--- src/assert_macros.svh ---
// ---------------------------------------------------------------------------
// assert_macros.svh
// shared concurrent assertion macros, empty when synthesizing
// ---------------------------------------------------------------------------
`ifndef ASSERT_MACROS_SVH
`define ASSERT_MACROS_SVH
`ifndef SYNTHESIS
// property must hold at every clock edge outside reset
`define SLC_ASSERT(lbl, clk, rst_n, prop) \
    lbl: assert property (@(posedge clk) disable iff (!rst_n) (prop)) \
        else $error("assertion failed");
// expression must never be true outside reset
`define SLC_NEVER(lbl, clk, rst_n, expr) \
    lbl: assert property (@(posedge clk) disable iff (!rst_n) !(expr)) \
        else $error("forbidden condition seen");
`else
`define SLC_ASSERT(lbl, clk, rst_n, prop)
`define SLC_NEVER(lbl, clk, rst_n, expr)
`endif
`endif

--- src/slc_pkg.sv ---
// ---------------------------------------------------------------------------
// slc_pkg
// types, constants and helpers for the hex record loader
// ---------------------------------------------------------------------------
package slc_pkg;

    localparam logic [7:0] CHAR_LF = 8'h0A;
    localparam logic [7:0] CHAR_S  = 8'h53;
    localparam logic [7:0] CHAR_9  = 8'h39;

    localparam int unsigned POS_W = 10;
    localparam logic [POS_W-1:0] POS_MAX = '1;

    localparam int unsigned Q_DEPTH = 2;
    localparam int unsigned Q_PTR_W = $clog2(Q_DEPTH);
    localparam int unsigned Q_CNT_W = $clog2(Q_DEPTH + 1);

    typedef enum logic [2:0] {
        KIND_WRITE   = 3'd0,
        KIND_GOOD    = 3'd1,
        KIND_BAD_SUM = 3'd2,
        KIND_END     = 3'd3,
        KIND_FORMAT  = 3'd4
    } t_kind;

    // one classified action handed from front to back
    typedef struct packed {
        t_kind       kind;
        logic [15:0] base_addr;
        logic [7:0]  offset;
        logic [7:0]  data;
        logic [7:0]  csum;
        logic [7:0]  given;
    } t_cmd;

    // {valid, value} of one hex digit
    function automatic logic [4:0] hex_decode(input logic [7:0] c);
        logic [4:0] res;
        res = '0;
        if (c inside {[8'h30:8'h39]}) begin
            res = {1'b1, 4'(c - 8'h30)};
        end else if (c inside {[8'h41:8'h46]}) begin
            res = {1'b1, 4'(c - 8'h37)};
        end else if (c inside {[8'h61:8'h66]}) begin
            res = {1'b1, 4'(c - 8'h57)};
        end
        return res;
    endfunction

endpackage

--- src/slc_char_if.sv ---
// ---------------------------------------------------------------------------
// slc_char_if
// character stream channel, one character per word
// ---------------------------------------------------------------------------
interface slc_char_if;
    logic       valid;
    logic       ready;
    logic [7:0] text_char;

    modport source (output valid, output text_char, input ready);
    modport sink   (input valid, input text_char, output ready);
endinterface

--- src/slc_result_if.sv ---
// ---------------------------------------------------------------------------
// slc_result_if
// result channel: memory writes and record status
// ---------------------------------------------------------------------------
interface slc_result_if;
    logic        valid;
    logic        ready;
    logic [2:0]  kind;
    logic [15:0] write_address;
    logic [7:0]  write_data;
    logic [7:0]  computed_sum;
    logic [7:0]  given_sum;

    modport source (output valid, output kind, output write_address,
                    output write_data, output computed_sum, output given_sum,
                    input ready);
    modport sink   (input valid, input kind, input write_address,
                    input write_data, input computed_sum, input given_sum,
                    output ready);
endinterface

--- src/slc_front.sv ---
// ---------------------------------------------------------------------------
// slc_front
// record parser: tracks line position, decodes fields, classifies actions
// ---------------------------------------------------------------------------
`include "assert_macros.svh"

module slc_front (
    input  logic          i_clk,
    input  logic          i_rst_n,
    slc_char_if.sink      i_char,
    input  logic          i_q_full,
    output logic          o_push,
    output slc_pkg::t_cmd o_cmd
);

    logic [slc_pkg::POS_W-1:0] r_pos, n_pos;
    logic [7:0]  r_count, n_count;
    logic [15:0] r_addr, n_addr;
    logic [7:0]  r_offset, n_offset;
    logic [7:0]  r_sum, n_sum;
    logic [3:0]  r_high, n_high;
    logic        r_saw_s, n_saw_s;
    logic        r_halted, n_halted;

    logic                      accept;
    logic [4:0]                hex;
    logic [7:0]                byte_val;
    logic [7:0]                n_data;
    logic [slc_pkg::POS_W-1:0] pos_m2;
    logic [slc_pkg::POS_W-2:0] byte_idx;
    logic [slc_pkg::POS_W-2:0] last_idx;

    assign i_char.ready = !i_q_full;
    assign accept       = i_char.valid && i_char.ready;
    assign hex          = slc_pkg::hex_decode(i_char.text_char);
    assign byte_val     = {r_high, hex[3:0]};
    assign n_data       = (r_count > 8'd3) ? r_count - 8'd3 : 8'd0;
    assign pos_m2       = r_pos - 10'd2;
    assign byte_idx     = pos_m2[slc_pkg::POS_W-1:1];
    assign last_idx     = 9'd3 + {1'b0, n_data};

    always_comb begin
        n_pos    = r_pos;
        n_count  = r_count;
        n_addr   = r_addr;
        n_offset = r_offset;
        n_sum    = r_sum;
        n_high   = r_high;
        n_saw_s  = r_saw_s;
        n_halted = r_halted;
        o_push   = 1'b0;
        o_cmd    = '0;
        if (accept && !r_halted) begin
            if (i_char.text_char == slc_pkg::CHAR_LF) begin
                n_pos   = '0;
                n_saw_s = 1'b0;
            end else begin
                if (r_pos != slc_pkg::POS_MAX) begin
                    n_pos = r_pos + 10'd1;
                end
                if (r_pos == 10'd0) begin
                    n_saw_s = (i_char.text_char == slc_pkg::CHAR_S);
                end else if (r_pos == 10'd1) begin
                    if (r_saw_s && i_char.text_char == slc_pkg::CHAR_9) begin
                        n_halted   = 1'b1;
                        o_push     = 1'b1;
                        o_cmd.kind = slc_pkg::KIND_END;
                    end
                end else if (byte_idx <= last_idx) begin
                    if (!hex[4]) begin
                        n_halted   = 1'b1;
                        o_push     = 1'b1;
                        o_cmd.kind = slc_pkg::KIND_FORMAT;
                    end else if (!r_pos[0]) begin
                        n_high = hex[3:0];
                    end else if (byte_idx == 9'd0) begin
                        n_count = byte_val;
                        n_sum   = byte_val;
                    end else if (byte_idx == 9'd1) begin
                        n_addr = {byte_val, 8'h00};
                        n_sum  = r_sum + byte_val;
                    end else if (byte_idx == 9'd2) begin
                        n_addr   = {r_addr[15:8], byte_val};
                        n_sum    = r_sum + byte_val;
                        n_offset = '0;
                    end else if (byte_idx < last_idx) begin
                        o_push          = 1'b1;
                        o_cmd.kind      = slc_pkg::KIND_WRITE;
                        o_cmd.base_addr = r_addr;
                        o_cmd.offset    = r_offset;
                        o_cmd.data      = byte_val;
                        n_offset        = r_offset + 8'd1;
                        n_sum           = r_sum + byte_val;
                    end else begin
                        o_push      = 1'b1;
                        o_cmd.csum  = r_sum;
                        o_cmd.given = byte_val;
                        if (({1'b0, r_sum} + {1'b0, byte_val}) == 9'd255) begin
                            o_cmd.kind = slc_pkg::KIND_GOOD;
                        end else begin
                            o_cmd.kind = slc_pkg::KIND_BAD_SUM;
                            n_halted   = 1'b1;
                        end
                    end
                end
            end
        end
    end

    always_ff @(posedge i_clk) begin
        if (!i_rst_n) begin
            r_pos    <= '0;
            r_count  <= '0;
            r_addr   <= '0;
            r_offset <= '0;
            r_sum    <= '0;
            r_high   <= '0;
            r_saw_s  <= 1'b0;
            r_halted <= 1'b0;
        end else begin
            r_pos    <= n_pos;
            r_count  <= n_count;
            r_addr   <= n_addr;
            r_offset <= n_offset;
            r_sum    <= n_sum;
            r_high   <= n_high;
            r_saw_s  <= n_saw_s;
            r_halted <= n_halted;
        end
    end

    // halt is sticky until reset
    `SLC_ASSERT(a_halt_sticky, i_clk, i_rst_n, r_halted |=> r_halted)
    // nothing is classified once halted
    `SLC_NEVER(a_no_push_halted, i_clk, i_rst_n, o_push && r_halted)
    // terminal kinds always halt the parser
    `SLC_ASSERT(a_term_halts, i_clk, i_rst_n,
        (o_push && (o_cmd.kind == slc_pkg::KIND_END ||
        o_cmd.kind == slc_pkg::KIND_FORMAT || o_cmd.kind == slc_pkg::KIND_BAD_SUM))
        |=> r_halted)

endmodule

--- src/slc_queue.sv ---
// ---------------------------------------------------------------------------
// slc_queue
// short action queue between parser and output stage
// ---------------------------------------------------------------------------
`include "assert_macros.svh"

module slc_queue (
    input  logic          i_clk,
    input  logic          i_rst_n,
    input  logic          i_push,
    input  slc_pkg::t_cmd i_cmd,
    input  logic          i_pop,
    output slc_pkg::t_cmd o_cmd,
    output logic          o_full,
    output logic          o_empty
);

    slc_pkg::t_cmd r_mem [slc_pkg::Q_DEPTH];
    logic [slc_pkg::Q_PTR_W-1:0] r_wr_ptr, n_wr_ptr;
    logic [slc_pkg::Q_PTR_W-1:0] r_rd_ptr, n_rd_ptr;
    logic [slc_pkg::Q_CNT_W-1:0] r_count, n_count;
    logic do_push, do_pop;

    assign o_full  = (r_count == slc_pkg::Q_CNT_W'(slc_pkg::Q_DEPTH));
    assign o_empty = (r_count == '0);
    assign o_cmd   = r_mem[r_rd_ptr];
    assign do_push = i_push && !o_full;
    assign do_pop  = i_pop && !o_empty;

    always_comb begin
        n_wr_ptr = r_wr_ptr;
        n_rd_ptr = r_rd_ptr;
        n_count  = r_count;
        if (do_push) begin
            n_wr_ptr = (r_wr_ptr == slc_pkg::Q_PTR_W'(slc_pkg::Q_DEPTH - 1))
                       ? '0 : r_wr_ptr + slc_pkg::Q_PTR_W'(1);
        end
        if (do_pop) begin
            n_rd_ptr = (r_rd_ptr == slc_pkg::Q_PTR_W'(slc_pkg::Q_DEPTH - 1))
                       ? '0 : r_rd_ptr + slc_pkg::Q_PTR_W'(1);
        end
        if (do_push && !do_pop) begin
            n_count = r_count + slc_pkg::Q_CNT_W'(1);
        end else if (do_pop && !do_push) begin
            n_count = r_count - slc_pkg::Q_CNT_W'(1);
        end
    end

    always_ff @(posedge i_clk) begin
        if (do_push) begin
            r_mem[r_wr_ptr] <= i_cmd;
        end
    end

    always_ff @(posedge i_clk) begin
        if (!i_rst_n) begin
            r_wr_ptr <= '0;
            r_rd_ptr <= '0;
            r_count  <= '0;
        end else begin
            r_wr_ptr <= n_wr_ptr;
            r_rd_ptr <= n_rd_ptr;
            r_count  <= n_count;
        end
    end

    `SLC_ASSERT(a_cnt_range, i_clk, i_rst_n,
        r_count <= slc_pkg::Q_CNT_W'(slc_pkg::Q_DEPTH))
    // a word offered to a full queue would be lost
    `SLC_NEVER(a_no_overflow, i_clk, i_rst_n, i_push && o_full)
    // pointers agree with the fill level
    `SLC_ASSERT(a_ptr_match, i_clk, i_rst_n,
        (r_count == '0 || o_full) |-> (r_wr_ptr == r_rd_ptr))

endmodule

--- src/slc_back.sv ---
// ---------------------------------------------------------------------------
// slc_back
// output stage: forms the write address and holds the result word
// ---------------------------------------------------------------------------
module slc_back (
    input  logic          i_clk,
    input  logic          i_rst_n,
    input  slc_pkg::t_cmd i_cmd,
    input  logic          i_empty,
    output logic          o_pop,
    slc_result_if.source  o_result
);

    logic        r_valid, n_valid;
    logic [2:0]  r_kind;
    logic [15:0] r_addr;
    logic [7:0]  r_data;
    logic [7:0]  r_csum;
    logic [7:0]  r_given;

    assign o_pop   = !i_empty && (!r_valid || o_result.ready);
    assign n_valid = o_pop || (r_valid && !o_result.ready);

    always_ff @(posedge i_clk) begin
        if (!i_rst_n) begin
            r_valid <= 1'b0;
        end else begin
            r_valid <= n_valid;
        end
    end

    always_ff @(posedge i_clk) begin
        if (o_pop) begin
            r_kind  <= i_cmd.kind;
            r_addr  <= i_cmd.base_addr + {8'h00, i_cmd.offset};
            r_data  <= i_cmd.data;
            r_csum  <= i_cmd.csum;
            r_given <= i_cmd.given;
        end
    end

    assign o_result.valid         = r_valid;
    assign o_result.kind          = r_kind;
    assign o_result.write_address = r_addr;
    assign o_result.write_data    = r_data;
    assign o_result.computed_sum  = r_csum;
    assign o_result.given_sum     = r_given;

endmodule

--- src/srecord_loader_checksum_core.sv ---
// result words pass from the parser through the queue into the output register
// throughput: one character per cycle, held off only while the result side stalls
// the two-entry action queue and the output register absorb a stalled result side
// reset: synchronous active-low, clears the parser and queue; no memory clearing pass
// ---------------------------------------------------------------------------
// srecord_loader_checksum_core
// hex record loader: parses S1 records into memory writes with checksum check
// ---------------------------------------------------------------------------
module srecord_loader_checksum_core (
    input  logic         i_clk,
    input  logic         i_rst_n,
    slc_char_if.sink     i_char,
    slc_result_if.source o_result
);

    // parser -> queue
    logic          push;
    slc_pkg::t_cmd push_cmd;
    // queue -> output stage
    slc_pkg::t_cmd head_cmd;
    logic          q_full;
    logic          q_empty;
    logic          pop;

    // front: walks each line, decodes count, address, data and checksum,
    // keeps the running sum and decides the kind of each result word.
    // it only stalls when the queue is full
    slc_front u_front (
        .i_clk    (i_clk),
        .i_rst_n  (i_rst_n),
        .i_char   (i_char),
        .i_q_full (q_full),
        .o_push   (push),
        .o_cmd    (push_cmd)
    );

    // short queue so the parser keeps going while a result word waits
    slc_queue u_queue (
        .i_clk   (i_clk),
        .i_rst_n (i_rst_n),
        .i_push  (push),
        .i_cmd   (push_cmd),
        .i_pop   (pop),
        .o_cmd   (head_cmd),
        .o_full  (q_full),
        .o_empty (q_empty)
    );

    // back: adds record address and data offset (16-bit wrap) and
    // registers the result word toward the sink
    slc_back u_back (
        .i_clk    (i_clk),
        .i_rst_n  (i_rst_n),
        .i_cmd    (head_cmd),
        .i_empty  (q_empty),
        .o_pop    (pop),
        .o_result (o_result)
    );

endmodule
--- src/flat_wrapper.sv ---
// flat-port wrapper written by rule: the top's interface ports become plain ports
module srecord_loader_checksum_core_flat 
  (i_clk, i_rst_n, i_char_valid, i_char_text_char, i_char_ready, o_result_valid, o_result_kind, o_result_write_address, o_result_write_data, o_result_computed_sum, o_result_given_sum, o_result_ready);
  slc_char_if i_char_i ();
  slc_result_if o_result_i ();
  input  logic i_clk;
  input  logic i_rst_n;
  input wire logic [$bits(i_char_i.valid)-1:0] i_char_valid;
  input wire logic [$bits(i_char_i.text_char)-1:0] i_char_text_char;
  output wire logic [$bits(i_char_i.ready)-1:0] i_char_ready;
  output wire logic [$bits(o_result_i.valid)-1:0] o_result_valid;
  output wire logic [$bits(o_result_i.kind)-1:0] o_result_kind;
  output wire logic [$bits(o_result_i.write_address)-1:0] o_result_write_address;
  output wire logic [$bits(o_result_i.write_data)-1:0] o_result_write_data;
  output wire logic [$bits(o_result_i.computed_sum)-1:0] o_result_computed_sum;
  output wire logic [$bits(o_result_i.given_sum)-1:0] o_result_given_sum;
  input wire logic [$bits(o_result_i.ready)-1:0] o_result_ready;
  assign i_char_i.valid = i_char_valid;
  assign i_char_i.text_char = i_char_text_char;
  assign i_char_ready = i_char_i.ready;
  assign o_result_valid = o_result_i.valid;
  assign o_result_kind = o_result_i.kind;
  assign o_result_write_address = o_result_i.write_address;
  assign o_result_write_data = o_result_i.write_data;
  assign o_result_computed_sum = o_result_i.computed_sum;
  assign o_result_given_sum = o_result_i.given_sum;
  assign o_result_i.ready = o_result_ready;
  srecord_loader_checksum_core u_core (.i_clk(i_clk), .i_rst_n(i_rst_n), .i_char(i_char_i), .o_result(o_result_i));
endmodule
--- config.mk ---
export PLATFORM = sky130hd
export DESIGN_NAME = srecord_loader_checksum_core_flat
export DESIGN_NICKNAME = d
export VERILOG_FILES = /design/src/slc_pkg.sv /design/src/slc_char_if.sv /design/src/slc_result_if.sv /design/src/slc_front.sv /design/src/slc_queue.sv /design/src/slc_back.sv /design/src/srecord_loader_checksum_core.sv /design/src/flat_wrapper.sv
export VERILOG_INCLUDE_DIRS = /design/src /design/src/src
export SDC_FILE = /design/constraint.sdc
export NUM_CORES = 1
export LEC_CHECK = 0
export ABC_AREA = 1
export BUFFER_PORTS_ARGS = -buffer_cell sky130_fd_sc_hd__buf_4
export CAP_MARGIN = 30
export CORE_UTILIZATION = 48
export CTS_BUF_LIST = sky130_fd_sc_hd__clkbuf_4 sky130_fd_sc_hd__clkbuf_8
export DETAILED_ROUTE_END_ITERATION = 6
export PLACE_DENSITY = 0.63
export SLEW_MARGIN = 0
export SYNTH_ARGS = -nofsm -noshare
export SYNTH_HDL_FRONTEND = slang
export SYNTH_SLANG_ARGS = --single-unit
--- constraint.sdc ---
create_clock -name i_clk -period 6.9 [get_ports i_clk]
set_input_delay 0.345 -clock i_clk [delete_from_list [all_inputs] [get_ports i_clk]]
set_output_delay 0.345 -clock i_clk [all_outputs]
set_load 0.05 [all_outputs]
==> flow_summary.ini, run 1 <==
[clocking]
cts_root_buf = clkbuf_8
numCtsBuffers = 35
cts_setup_buffers = 0
cts_htree_levels = 2
tritoncts = built
cts_hold_buf = 0
cts_resized = 0
insertion_delay_ps = 520
clk_pin_slew_ps = 60
clockBufferDepth = 3
cts_sinks = 207

[worst_setup_path]
max_stage_delay_ps = 720
reg2reg_slack_ps = 2440
endpoint_kind = flip-flop
cp_cell_sequence = nor2_1, nand2_1, nor3_1, inv_1, nand2_1, ha_1, inv_1, nand2_1, nor2_1, nand2_1, xor2_1, ha_1, nand2_1, nand2_1, a21oi_1, nand3_1, nand2_1, nand2_1, nand2_1, nand3_1, nor2_4, buf_4
r2r_start = u_core.u_front.r_count[3]
crit_path_frequent_cell = nand2_1
critPathArrivalTime_ps = 4640
worst-path-max-fanout = 29
path_class = reg2reg
start_kind = flip-flop
critical_path_required_ps = 7080
crit_start = u_core.u_front.r_count[3]
cpMaxStageDelayCell = nor2_4

[global_routing]
grt_usage = 0.1928
grt_pass1_vias = 6826
grt-ovfl-total = 0
grt_max_degree = 52
antenna_found_initial = 0
grt_pass1_wl_mm = 33.25

[sta]
fin_worst_skew_ps = 17.18
slew_violations = 0
slew_headroom = 0.3953
setup_viol = 0
fmaxAchievable_mhz = 224.3
tightest_slew_ps = 904.9
rsz0062_at_grt = false
finalSetupTns_ps = 0
hold_viol = 0
min_period_ps = 4458
min_period_over_period = 0.6461
hold_slack_ps = 117.2

[place]
dp_hpwl_mm = 14.36
gp_congestion = 0.8791
port_buffers = 56
placed_cell_area_sq_um = 10950

[floorplan]
fp.dieArea_sq_um = 21930
core_area_sq_um = 20960
pin_count = 57
start_util = 0.4889
die_height_um = 148.1
rows = 53
die_w_um = 148.1

[status]
status = finished clean

[yosys]
yosysWarningCount = 0
netlist_area_sq_um = 10240
ys_seq_elements = 207
postSynthAreaPerCell_sq_um = 9.776
synth_fp_nets = 1102
syn_inst = 1048
ys_seq_area_frac = 0.5462
yosysUniqueCellTypes = 42

[final_layout]
synthToLayoutAreaGrowth_pct = 13.65
design_area_sq_um = 11640
nets = 1179
multiInputGateArea_sq_um = 3976
drive_above_1_share = 0.1930
final-seq-area_sq_um = 5597
fillers = 1905
n_antenna_cell = 0

[detailed_routing]
wl_met2_mm = 10.10
ant_nets = 0
top_layer = met4
routed-via-count = 7120
wl_mm = 20.41
drt-met1-wl_mm = 9.243
drtIter0Drc = 371
wl_met3_um = 789
via_per_inst = 4.996
drt_first_pass_iters = 5
post_drt_wl_per_cell_um = 14.32
drcViolationCount = 0

[job]
maxCapViolCount = 0

[power_and_ir_drop]
ir_drop_uv = 148.6
powerDensity_nw_per_um2 = 313.5
leakagePower_nw = 4.759

[worst_hold_path]
hold_start = o_result_ready
holdCritPathClass = in2reg
-- synth_stat cells (all sizes together) --
| cell | count | area, sq um |
|---|---|---|
| nand2 | 200 | 814.5 |
| inv | 148 | 558.0 |
| edfxtp | 145 | 4354 |
| nor2 | 141 | 693.2 |
| a21oi | 65 | 325.3 |
| dfxtp | 62 | 1241 |
| o21ai | 61 | 309.1 |
| mux2 | 41 | 461.7 |
| ha | 40 | 500.5 |
| nand3 | 36 | 212.7 |
| nor3 | 22 | 121.4 |
| xor2 | 21 | 183.9 |
| buf | 16 | 100.1 |
| nand4 | 16 | 100.1 |
| xnor2 | 7 | 61.31 |
| clkbuf | 6 | 22.52 |
| nand3b | 5 | 37.54 |
| a211oi | 4 | 30.03 |
| nor4 | 3 | 18.77 |
| fa | 2 | 40.04 |
| mux2i | 2 | 20.02 |
| a311oi | 1 | 8.760 |
| a31oi | 1 | 6.260 |
| o21bai | 1 | 7.510 |
| o311ai | 1 | 8.760 |
| o31ai | 1 | 7.510 |
-- kinds of logic (layout without fill, tap and decap cells) --
family / after synthesis / in the layout / share of synthesized area
simple gates: 423 / 423 / 0.1950
flops: 207 / 207 / 0.5462
buf+inv: 170 / 272 / 0.06644
compound gates: 135 / 135 / 0.06864
mux: 43 / 43 / 0.04702
fa+ha+maj: 42 / 42 / 0.05276
xor+xnor: 28 / 28 / 0.02394
-- sequential cells by signal (all words and copies together) (netlist names), 3 cells and up, named ones only --
| register | cells |
|---|---|
| u_core.u_front.r_sum | 8 |
| u_core.u_back.o_result.computed_sum | 8 |
| u_core.u_back.o_result.given_sum | 8 |
| u_core.u_front.r_pos | 10 |
| u_core.u_front.r_count | 8 |
| u_core.u_queue.r_mem | 102 |
| u_core.u_front.r_addr | 16 |
| u_core.u_front.r_offset | 8 |
| u_core.u_back.o_result.write_address | 16 |
| u_core.u_back.o_result.kind | 3 |
| u_core.u_back.o_result.write_data | 8 |
| u_core.u_front.r_high | 4 |
-- power by group --
group	switching [mW]	internal [mW]	total [mW]
logic	0.710	0.295	1.00
registers	0.0705	1.50	1.57
clock network	0.489	0.590	1.08
-- worst max-delay path: cells and delay by family, from the launching register on --
kind	cells	cell delay (ps)
AO/OA/AOI/OAI	1	110
AND/OR/NAND/NOR	15	2400
adder cells (fa/ha/maj)	2	420
buffers and inverters	3	660
flip-flops	1	340
XOR/XNOR	1	150
-- metrics by stage --
stage | utilization | power [mW] | setup slack, ps | std cells
after floorplan | - | 2.318 | 1771 | 1048
after global placement | 0.5217 | 2.587 | 2553 | 1362
after detailed placement | 0.5227 | 2.610 | 2391 | 1363
after CTS | 0.5556 | 3.692 | 2360 | 1425
after global routing | 0.5556 | 3.820 | 1902 | 1425
final | 0.5556 | 3.650 | 2442 | 1425
-- final timing paths --
kind | end | cells past startpoint
worst max register to register | u_core.u_queue.r_mem[0][14] | 22
worst max-delay path | u_core.u_queue.r_mem[0][14] | 22
worst min-delay path | u_core.u_back.o_result.valid | 4
worst min register to register | u_core.u_front.r_addr[8] | 2
-- layout make-up --
cell class / instances / share of cell area
Clock inverter: 10 / 0.005373
Sequential cell: 207 / 0.4807
Inverter: 148 / 0.04793
Clock buffer: 52 / 0.05394
Timing Repair Buffer: 62 / 0.04105
Tap cell: 275 / 0.02955
Multi-Input combinational cell: 671 / 0.3415
-- routing by layer --
layer,vias to the layer above,global-route usage
li1,3662,-
met1,3303,0.2456
met2,127,0.3378
met3,28,0.03160
met4,0,0.05412
met5,-,0
-- cell usage in the layout, fill, tap and decap left out, types with 5 or more instances in the layout --
cell	Yosys	layout
clkbuf_8	0	38
nand3b_1	5	5
clkbuf_4	0	14
nand2_1	184	184
nor3_1	21	21
ha_1	40	40
dfxtp_1	62	61
o21ai_1	8	8
inv_1	138	136
nor2_2	7	7
nand3_1	31	31
xnor2_1	7	7
nor2_4	13	14
nand2_2	13	13
xor2_1	21	21
buf_4	1	61
nand4_1	16	16
edfxtp_1	145	145
inv_2	9	11
nor2_1	118	117
a21oi_1	65	65
o21ai_0	52	52
mux2_2	41	41
No activity file was read; power rests on OpenSTA's default activity.
==> inputs of run 2 (changes only) <==
- ABC_AREA: 1 -> 0
- clock period: 6.9 -> 4.5 ns (I/O delays scaled with it)
==> flow_summary.ini, run 2 <==
[yosys]
yosysUniqueCellTypes = 62
netlist_area_sq_um = 9811
synth-edff-count = 145
yosysWarningCount = 0
syn_inst = 813
netlist_top_cells_count = edfxtp_1, nor2_1, dfxtp_1
yosys_most_used_dff = edfxtp_1
synthArstFlopShare = 0
yosys-top-cells-area = edfxtp_1, dfxtp_1, mux2_2
synth.most_common_cell = edfxtp_1
synth_fp_nets = 867
postSynthAreaPerCell_sq_um = 12.07
yosys.area.top_type = edfxtp_1
ys_seq_elements = 207
ys_seq_area_frac = 0.5703
synth_top_area_share = 0.4438

[worst_setup_path]
path_buf_inv = 0
worst-path-max-fanout = 6
path_class = reg2reg
crit_path_frequent_cell = ha_1
path_delay_family = simple AND/OR/NAND/NOR gates
critPathArrivalTime_ps = 4680
endpoint_kind = flip-flop
critical_path_required_ps = 4950
cpMaxStageDelayCell = or4_1
start_kind = flip-flop
max_stage_delay_ps = 570
cp_cell_sequence = ha_1, nand2_1, ha_2, or4_1, or3_1, ha_1, nand4_1, nor3_2, a21o_1, o21ai_1, a2bb2oi_1, a21oi_2, ha_1, or3_1, a21oi_1

[final_layout]
largest_register_ffs = 102
fillers = 1592
mostFrequentLayoutCell = edfxtp_1
largest-register = u_core.u_queue.r_mem
nets = 978
drive_above_1_share = 0.2429
n_antenna_cell = 0
most-common-layout-cells = edfxtp_1, buf_4, nor2_1
synthToLayoutAreaGrowth_pct = 18.01

[global_routing]
grt_max_degree = 45
antenna_found_initial = 0
grt_pass1_wl_mm = 34.24
grt-ovfl-total = 0
grt_usage = 0.2051
grt_pass1_vias = 6767

[clocking]
tritoncts = built
clockBufferDepth = 3
insertion_delay_ps = 520
cts_htree_levels = 2
numCtsBuffers = 35
cts_root_buf = clkbuf_8
cts_hold_buf = 0
clk_pin_slew_ps = 70
cts_sinks = 207

[sta]
rsz0062_at_grt = false
finalSetupTns_ps = 0
slew_headroom = 0.4298
setup_viol = 0
min_period_ps = 4231
hold_viol = 0
fmaxAchievable_mhz = 236.3
tightest_slew_ps = 852.1
min_period_over_period = 0.9402
fin_worst_skew_ps = 18.92
slew_violations = 0

[status]
status = finished clean

[detailed_routing]
wl_mm = 21.09
ant_nets = 0
via_per_inst = 5.432
post_drt_wl_per_cell_um = 17.35
routed-via-count = 6605
drtIter0Drc = 435
drt_first_pass_iters = 5
drcViolationCount = 0

[place]
gp_congestion = 0.8293
port_buffers = 56
dp_hpwl_mm = 14.54

[job]
maxCapViolCount = 0

[floorplan]
start_util = 0.4976
fp.dieArea_sq_um = 21010
core_area_sq_um = 19720
die_w_um = 145.0
die_height_um = 145.0
pin_count = 57
rows = 51

[worst_hold_path]
holdCritPathClass = in2reg

[power_and_ir_drop]
powerDensity_nw_per_um2 = 484.1
leakagePower_nw = 4.301
power.total_mw = 5.605
ir_drop_uv = 263.3
-- run 2: cell types whose count changed after synthesis, moves of 13 or more --
| cell | delta |
|---|---|
| clkbuf_1 | +14 |
| and2_1 | +49 |
| inv_1 | -115 |
| xnor2_1 | +21 |
| nand2_2 | -13 |
| mux2i_1 | +28 |
| nor2_4 | -13 |
| nand2_1 | -146 |
| nor2_1 | -52 |
| o21ai_0 | -24 |
| a21oi_1 | -27 |
-- run 2: worst paths after layout --
path,from,end,slack [ps],cells past startpoint
max,u_core.u_front.r_count[1],u_core.u_queue.r_count[1],270,15
min,i_char_text_char[5],u_core.u_front.r_saw_s,30,4
max reg2reg,u_core.u_front.r_count[1],u_core.u_queue.r_count[1],270,15
min reg2reg,u_core.u_front.r_addr[5],u_core.u_front.r_addr[5],470,1
-- run 2: routing by layer --
metal	track usage	vias up	wire (um)
li1	-	3221	-
met1	0.2555	3183	9258
met2	0.3481	169	10420
met3	0.04057	32	954
met4	0.08404	0	461
met5	0	-	0
-- run 2: tightest hold or removal path, stage by stage --
cell	delay (ps)
buf_4	80
nor2_1	50
nand4_1	80
a21oi_1	60
-- run 2: cells by family (layout without fill, tap and decap cells) --
group           Yosys count  in the layout  synth area share
fa+ha+maj                42             42           0.05510
buf+inv                  50            188           0.02104
simple gates            269            269            0.1454
compound gates          127            127           0.08749
xor+xnor                 43             43           0.03839
flops                   207            207            0.5703
mux                      75             75           0.08226
-- run 2: layout make-up --
class | instances | area [sq um] | share of cell area
inverters | 24 | 90.09 | 0.007781
multi-input cells | 556 | 4078 | 0.3522
repair buffers | 100 | 785.8 | 0.06787
clock buffers | 50 | 594.3 | 0.05133
clock inverters | 14 | 100.1 | 0.008646
well taps | 265 | 331.6 | 0.02864
flip-flops and latches | 207 | 5598 | 0.4835
-- run 2: through the flow --
step           instance area, sq um  hold slack, ps  setup slack, ps    util  instances
3_3_place_gp                  10820           455.9            91.93  0.5487       1146
3_5_place_dp                  10820           458.9            103.4  0.5490       1147
2_1_floorplan                  9841           352.9            11.90       -        813
5_1_grt                       11580           10.43            6.455  0.5872       1216
4_1_cts                       11520          0.5358            84.15  0.5842       1211
6_report                      11580           27.71            268.9  0.5872       1216
-- run 2: power by group --
part / internal, mW / switching (mW)
Combinational: 0.541 / 1.02
Clock: 0.920 / 0.735
Sequential: 2.30 / 0.0971
-- run 2: repair_timing --
item | in CTS | in global routing
hold endpoints to repair | 0 | 0
buffers inserted | 0 | 5
gates resized for setup | 0 | 8
endpoints found under the setup margin | 0 | 154
==> inputs of run 3 (changes only) <==
==> constraint.sdc (replaced) <==
create_clock -name i_clk -period 4.5 [get_ports i_clk]
set_input_delay 1.125 -clock i_clk [delete_from_list [all_inputs] [get_ports i_clk]]
set_output_delay 1.125 -clock i_clk [all_outputs]
set_load 0.05 [all_outputs]
==> flow_summary.ini, run 3 (same netlist as run 2, synthesis figures left out) <==
[sta]
tightest_slew_ps = 696.1
min_period_over_period = 0.9549
fmaxAchievable_mhz = 232.7
fin_worst_skew_ps = 20.64
postLayoutSetupSlackWorst_ps = 202.8
slew_headroom = 0.5317
slew_violations = 0
hold_viol = 0
min_period_ps = 4297
finalSetupTns_ps = 0
setup_viol = 0

[global_routing]
grt_max_degree = 45
grt_pass1_wl_mm = 33.22
grt_usage = 0.1981
grt_pass1_vias = 6671
antenna_found_initial = 0
grt-ovfl-total = 0

[clocking]
cts_root_buf = clkbuf_8
tritoncts = built
numCtsBuffers = 36
insertion_delay_ps = 520
clk_pin_slew_ps = 60
clockBufferDepth = 3
cts_hold_buf = 0
cts_htree_levels = 2
cts_sinks = 207

[power_and_ir_drop]
leakagePower_nw = 4.329
power_frac_comb = 0.271
clockPowerShare = 0.311
power_switching_mw = 1.823
powerDensity_nw_per_um2 = 487.6
switching_share = 0.3203
power.total_mw = 5.690
p_seq_frac = 0.418
ir_drop_uv = 328.8
p_int_mw = 3.867

[worst_setup_path]
cp_cell_sequence = nor3_2, nand2_1, or3_4, nand2_2, ha_4, nand2_1, o211ai_1, o21ai_1, xor2_1, nand2_1, ha_1, nand2_1, a211oi_1, buf_4, nor2_1, o21ai_1, nand3_1, nor4_1, buf_4
path_buf_inv = 2
critPathArrivalTime_ps = 4680
cpMaxStageDelayCell = nor4_1
path_delay_family = simple AND/OR/NAND/NOR gates
crit_start = u_core.u_front.r_count[4]
crit_path_frequent_cell = nand2_1
start_kind = flip-flop
worst-path-max-fanout = 6
endpoint_kind = flip-flop
max_stage_delay_ps = 480
r2r_start = u_core.u_front.r_count[4]
critical_path_required_ps = 4880
path_class = reg2reg

[floorplan]
die_w_um = 145.0
core_area_sq_um = 19720
pin_count = 57
die_height_um = 145.0
fp.dieArea_sq_um = 21010
start_util = 0.4976
rows = 51

[detailed_routing]
drt_first_pass_iters = 5
routed-via-count = 6550
drtIter0Drc = 365
drcViolationCount = 0
wl_mm = 20.38
via_per_inst = 5.400
ant_nets = 0
post_drt_wl_per_cell_um = 16.80

[job]
maxCapViolCount = 0

[final_layout]
drive_above_1_share = 0.2500
final_cell_count_no_fill = 1213
n_antenna_cell = 0
fillers = 1629
largest_register_ffs = 102
largest-register = u_core.u_queue.r_mem
nets = 975
most-common-layout-cells = edfxtp_1, buf_4, nor2_1
synthToLayoutAreaGrowth_pct = 18.94
design_area_sq_um = 11670
mostFrequentLayoutCell = edfxtp_1

[worst_hold_path]
hold_start = u_core.u_front.r_addr[1]
holdCritPathClass = reg2reg

[place]
port_buffers = 56
placed_cell_area_sq_um = 10770
numPlacedInstances = 1138
preCtsSetupSlack_ps = 28.57
dp_hpwl_mm = 13.94
gp_congestion = 0.9183

[status]
status = finished clean
-- run 3: power groups by stage --
stage	clock (mW)	combinational [mW]	sequential (mW)
finish	1.77	1.54	2.38
global route	1.90	1.66	2.40
CTS	1.81	1.56	2.38
detailed placement	0	1.55	2.42
global placement	0	1.54	2.42
floorplan	0	0.705	2.86
-- run 3: routing by layer --
layer	GRT usage	up-vias	part of all wire
met5	0	-	0
met3	0.03176	52	0.044
met4	0.07979	0	0.028
met2	0.3423	152	0.49
met1	0.2466	3135	0.44
li1	-	3211	-
-- run 3: final cells by class --
cell class / instances / area [sq um] / share of cell area
clock buffer: 56 / 689.4 / 0.05908
clock inverter: 9 / 75.07 / 0.006434
inverter: 24 / 90.09 / 0.007720
multi-input combinational: 556 / 4101 / 0.3515
sequential: 207 / 5598 / 0.4797
tap: 265 / 331.6 / 0.02842
timing repair buffer: 96 / 783.3 / 0.06712
-- run 3: through the flow --
stage          hold slack, ps  utilization
2_1_floorplan           440.7            -
3_3_place_gp            452.6       0.5463
3_5_place_dp            459.8       0.5463
4_1_cts                 472.0       0.5851
5_1_grt                 502.5       0.5918
6_report                469.2       0.5918
-- run 3: what timing repair did --
action / 4_1_cts / 5_1_grt
setup buffers: 0 / 10
gates resized for setup: 0 / 13
endpoints found under the setup margin: 0 / 243
endpoints found under the hold margin: 0 / 0
-- run 3: final timing paths --
kind                                 to  slack (ps)  cells after the start
min reg2reg    u_core.u_front.r_addr[1]         470                      1
max reg2reg  u_core.u_queue.r_mem[1][1]         200                     19
max          u_core.u_queue.r_mem[1][1]         200                     19
min            u_core.u_front.r_addr[1]         470                      1
-- run 3: worst reg2reg max path, cell delays in order (launching register included) --
cell and delay [ps]:
dfxtp_1 370, nor3_2 280, nand2_1 120, or3_4 390, nand2_2 120, ha_4 160
nand2_1 60, o211ai_1 80, o21ai_1 100, xor2_1 200, nand2_1 110, ha_1 300
nand2_1 70, a211oi_1 170, buf_4 160, nor2_1 40, o21ai_1 470, nand3_1 280
nor4_1 480, buf_4 210
